<file path="src/rtl/core/tfn_pkg.sv">
// Shared types and constants for the triangle face normal pipeline.
package tfn_pkg;

  // Fixed widths of the item fields
  localparam int CoordBits = 32;
  localparam int NormBits  = 32;

  // Quotient c^2 * 2^62 / S lies in 0 .. 2^62, so 63 quotient bits
  localparam int QuotBits  = 63;
  // Integer square root of a 63-bit radicand, padded to 64 bits
  localparam int RadBits   = 64;
  localparam int RootBits  = 32;

  // Pipeline depth of the cross product lane
  localparam int CrossLat  = 4;

  typedef struct packed {
    logic [CoordBits-1:0] v0_x;
    logic [CoordBits-1:0] v0_y;
    logic [CoordBits-1:0] v0_z;
    logic [CoordBits-1:0] v1_x;
    logic [CoordBits-1:0] v1_y;
    logic [CoordBits-1:0] v1_z;
    logic [CoordBits-1:0] v2_x;
    logic [CoordBits-1:0] v2_y;
    logic [CoordBits-1:0] v2_z;
  } tri_in_t;

  typedef struct packed {
    logic signed [NormBits-1:0] normal_x;
    logic signed [NormBits-1:0] normal_y;
    logic signed [NormBits-1:0] normal_z;
    logic                       degenerate;
  } norm_out_t;

  // Per-component flags carried down the normalising lanes
  typedef struct packed {
    logic neg;
    logic zero;
  } comp_flags_t;

endpackage

</file>
<file path="src/rtl/core/tfn_merge.sv">
// Merge of the three lane squares into the squared length.
module tfn_merge import tfn_pkg::*; #(
  parameter int SW = 132
) (
  input  logic                   clk,
  input  logic                   en,
  input  logic [2:0][SW-1:0]     sq_in,
  input  logic [2:0]             neg_in,
  output logic [SW-1:0]          len_sq,
  output logic [2:0][SW-1:0]     sq_out,
  output comp_flags_t [2:0]      flags
);

  logic zero_c;

  // Zero length only when every component is zero
  assign zero_c = (sq_in[0] == '0) && (sq_in[1] == '0) && (sq_in[2] == '0);

  always_ff @(posedge clk) begin
    if (en) begin
      len_sq <= sq_in[0] + sq_in[1] + sq_in[2];
      sq_out <= sq_in;
      for (int i = 0; i < 3; i++) begin
        flags[i].neg  <= neg_in[i];
        flags[i].zero <= zero_c;
      end
    end
  end

endmodule

</file>
<file path="config.mk">
export PLATFORM = sky130hd
export DESIGN_NAME = tfn_merge
export DESIGN_NICKNAME = d
export VERILOG_FILES = /design/src/rtl/core/tfn_pkg.sv /design/src/rtl/core/tfn_merge.sv
export SDC_FILE = /design/constraint.sdc
export NUM_CORES = 1
export LEC_CHECK = 0
export ABC_AREA = 1
export BUFFER_PORTS_ARGS = -buffer_cell sky130_fd_sc_hd__buf_2
export CORE_AREA = 8 8 354 356
export CTS_CLUSTER_DIAMETER = 50
export DETAILED_ROUTE_END_ITERATION = 8
export DIE_AREA = 0 0 362 364
export GPL_ROUTABILITY_DRIVEN = 0
export HOLD_SLACK_MARGIN = 0.06
export SETUP_SLACK_MARGIN = 0.3
export SLEW_MARGIN = 20
export SYNTH_ARGS = -nofsm -noshare
export SYNTH_HDL_FRONTEND = slang
export SYNTH_SLANG_ARGS = --single-unit
</file>
<file path="constraint.sdc">
create_clock -name clk -period 3.8 [get_ports clk]
set_input_delay 0.76 -clock clk [delete_from_list [all_inputs] [get_ports clk]]
set_output_delay 0.76 -clock clk [all_outputs]
set_load 0.005 [all_outputs]
</file>
Yosys cells after proc, flatten, opt, wreduce, memory -nomap -nowiden:

Cells that the tools add are included.

* flip-flop bits (word level): 532
* bits in latches: 0
* RAM bits: 0
* bits in read-only memories: 0
* input port bits: 401
* word-level logic and storage cells: 15
* memories: 0

* add/subtract/negate cells: 2
* multiply operators: 0
* div/mod/pow operators: 0
* $lt $le $gt $ge: 0
* equality and inequality tests: 0
* shifts and indexed selects: 0
* muxes and demuxes: 0
* bitwise logic cells: 0
* reduce and logical (&&, ||, !) cells: 5

Operator list (number)
* $logic_not A132 Y1: 3
* $add A132 B132 Y132: 2
* $logic_and A1 B1 Y1: 2

Depth between registers and ports, before layout:

* depth after elaboration: 3
* gate-level depth with buffers: 21
* mapped depth without buffers: 21

Least setup slack after synthesis:

No wires, ideal clock.

* path type: input to register
* start: in sq_in[1] (netlist bit)
* end: reg len_sq[125] (data pin)
* setup time: 252 ps
* arrival time: 2895 ps
* setup slack: 653 ps
* stages on the path: 18
* path buffers: 0
* cell sequence: fa_1 -> ha_1 -> inv_1 -> fa_1 -> inv_1 -> nand3_1 -> nand3_2 -> nand2_1 -> nand2_2 -> nand2_1 -> nand2_2 -> nand2_2 -> nand2_2 -> nand2_1 -> nand2_2 -> nand2_1 -> nand3_1 -> nand2_1

* word-level cells in the longest chain between the ends: 2

Ends and longest elaborated chain
* from (decl): RTL line tfn_merge.sv:7 `input logic [2:0][SW-1:0] sq_in,`
* $add A132 B132 Y132 (2 in a row): RTL line tfn_merge.sv:21 `len_sq <= sq_in[0] + sq_in[1] + sq_in[2];`
* to (signal assigned): RTL line tfn_merge.sv:21
* to (decl): RTL line tfn_merge.sv:9 `output logic [SW-1:0] len_sq,`

No other way between the ends.
A chain may end at the register's enable or synchronous reset.

Worst setup path after layout:

* start: in sq_in[60] (netlist bit)
* end: reg len_sq[77] (data pin)

Same word-level chain as after synthesis.

==> impl_metrics.toml <==
[power_and_ir_drop]
p_clk_share_pct = 33.6
peakVddDrop_mv = 0.3197
power.density_mw_per_mm2 = 543.9
p_sw_share_pct = 37.89
power.switching_mw = 9.206
internal-power_mw = 15.09
combPwrFrac_pct = 34.7
sequentialPowerShare_pct = 31.7
power_mw = 24.29
p_leak_nw = 20.79

[hold_path]
holdCritPathClass = "primary input to flip-flop"

[yosys]
yosysUniqueCellTypes = 31
yosys_warnings = 0
ys_ff_latch = 532
syn_nets = 4301
mappedNetlistArea_sq_mm = 0.03286
syn_inst = 3638
ys_seq_area_share_pct = 48.62
syn_area_per_cell_sq_um = 9.033

[setup_path]
slowest_stage = "fa_1"
worstSetupPathType = "primary input to flip-flop"
crit_start = "sq_in[60]"
crit_fanout = 4
cp_num_cells = 13
critPathCapture = "len_sq[77]$_DFFE_PP_"
slowest_delay_ns = 0.62
crit_chain = "buf_2 -> fa_1 -> ha_1 -> buf_4 -> nand2_1 -> inv_1 -> nand2_1 -> nor2_1 -> nand2_1 -> nor2_1 -> nand4_1 -> nand3_1 -> xor2_1"
start_kind = "primary input"
cp.arrival_ns = 3.77
crit_required_ns = 4.23
critPathTopFamily = "adder cells"
crit_buf_inv = 3
end_kind = "flip-flop"
cp_common_cell = "nand2_1"

[placed_design]
dpl.hpwl_um = 155400
dpl.cell_count = 6456
place_ws_ns = -0.1063
port-buffer-count = 934

[grt]
grt_usage_pct = 25.76
grt_antenna_before_repair = 17
grt_first_pass_wirelength_um = 240300
gr-total-overflow = 0
grt_pass1_vias = 31610
grt_max_degree = 106

[outcome]
status = "finished, final reports clean"

[route]
drc = 0
drtIter0Drc = 3123
vias_per_cell = 4.784
wl_per_cell_um = 26.82
vias = 31700
dr.pass1.iters = 6
ant_nets = 0
wirelength_um = 177700

[clock_network]
h-tree-depth = 3
cts_tree = "done"
cts.sinks = 532
cts_resized = 0
cts_buffers = 90
post-cts-setup-buffer-count = 0
clkSlewWorstSetupHoldPaths_ns = 0.06
root_buffer = "clkbuf_16"
cts_hold_buf = 0
clockBufferDepth = 3

[timing]
period_needed_ns = 3.343
fmax_mhz = 299.1
worst_pin_slew_ns = 0.9077
slew_headroom_pct = 38.93
rsz0062_at_grt = "no"
finalHoldViolCount = 0
setup_viol = 0
slew_violations = 0
hold_slack_ns = 0.2593
setup_slack_ns = 0.4571
post-route-period-util_pct = 87.97

[die]
io_pins = 935
chipHeight_um = 364
initial_utilization_pct = 27.54
core_sq_mm = 0.1193
num_rows = 127
dieArea_sq_mm = 0.1318
die_x_um = 362

[layout]
nets = 5599
final.fill_count = 12320
drive_above_1_share_pct = 31.82
syn_to_final_growth_pct = 35.92
fin_cells = 6625
fin_util_pct = 37.43

[job]
cap_violations = 0
-- cell usage after synthesis, drive strengths merged --
cell	n	share of area, %
a21oi	191	3.0
xor2	75	2.0
a21boi	3	0.069
o21bai	6	0.14
nand4	37	0.70
nor2	339	4.6
nand3	97	1.5
inv	664	7.6
a21o	3	0.069
ha	130	4.9
edfxtp	532	49
xnor2	3	0.080
buf	2	0.046
o21ai	115	1.8
clkinv	3	0.034
fa	132	8.0
nor3b	1	0.023
o21a	7	0.16
nor4	101	1.9
nand2	1153	14
nor3	44	0.81
-- per-layer routing --
layer  global-route usage [%]  up-vias  share of wire [%]
li1                         -    14450                  -
met1                    29.74    15250                 37
met2                    44.70     1637                 49
met3                    7.027      357                9.2
met4                    11.37        8                5.0
met5                        0        -              0.034
-- power groups by stage --
stage,Sequential (mW),Clock [mW],Combinational [mW]
after floorplan,7.89,0,3.49
after global placement,7.80,0,8.35
after detailed placement,7.81,0,8.33
after CTS,7.71,8.33,8.37
after global routing,7.77,8.54,9.03
final,7.71,8.17,8.42
-- cell usage in the layout, fill, tap and decap left out, types with 7 or more instances in the layout --
cell	instances
nor4_1	100
nor2_4	9
clkinv_4	8
buf_2	933
inv_8	11
a21oi_1	186
nor3_2	9
nand3_1	93
o21ai_0	106
clkinv_1	10
edfxtp_1	532
inv_2	56
nand2_2	72
buf_4	268
inv_1	608
clkbuf_16	91
ha_1	130
xor2_1	75
nor2_1	257
clkbuf_1	8
nor2_2	73
nand2_1	1076
nand4_1	37
inv_6	21
nor3_1	35
fa_1	132
o21a_1	7
-- logic make-up after synthesis --
| kind of cell | count (synthesis) | share of synthesized area (%) |
|---|---|---|
| and+or+nand+nor | 1772 | 23.46 |
| buffers and inverters | 669 | 7.665 |
| DFF | 532 | 48.62 |
| AOI/OAI and AO/OA | 325 | 5.186 |
| adders and majority gates | 262 | 12.99 |
| xor gates and xnor gates | 78 | 2.079 |
-- registers in the layout (all words and copies together), names as in the netlist --
register  cells
sq_out      396
len_sq      132
flags         4
-- layout make-up --
cell class / count / area, sq um / share of cell area, %
flip-flops and latches: 532 / 15980 / 35.77
diodes: 6 / 15.01 / 0.03362
clock inverters: 64 / 656.9 / 1.471
multi-input cells: 2437 / 14370 / 32.18
repair buffers: 1208 / 6817 / 15.26
inverters: 667 / 2504 / 5.606
well taps: 1612 / 2017 / 4.516
clock buffers: 99 / 2307 / 5.166
-- through the flow --
step / setup TNS, ns / area [sq um]
final: 0 / 44660
after global routing: 0 / 44650
after CTS: 0 / 44650
after detailed placement: -0.3975 / 41690
after global placement: -0.2614 / 41680
after floorplan: 0 / 32860
-- worst min path at each step --
stage	from	end	slack [ns]	cells after the start
after floorplan	neg_in[0]	flags[1]$_DFFE_PP_	0.86	0
after global placement	neg_in[0]	flags[1]$_DFFE_PP_	0.94	1
after detailed placement	neg_in[1]	flags[3]$_DFFE_PP_	0.94	1
after CTS	neg_in[1]	flags[3]$_DFFE_PP_	0.20	1
after global routing	neg_in[1]	flags[3]$_DFFE_PP_	0.24	1
final	neg_in[1]	flags[3]$_DFFE_PP_	0.26	1
Power figures use the tool's default switching activity.
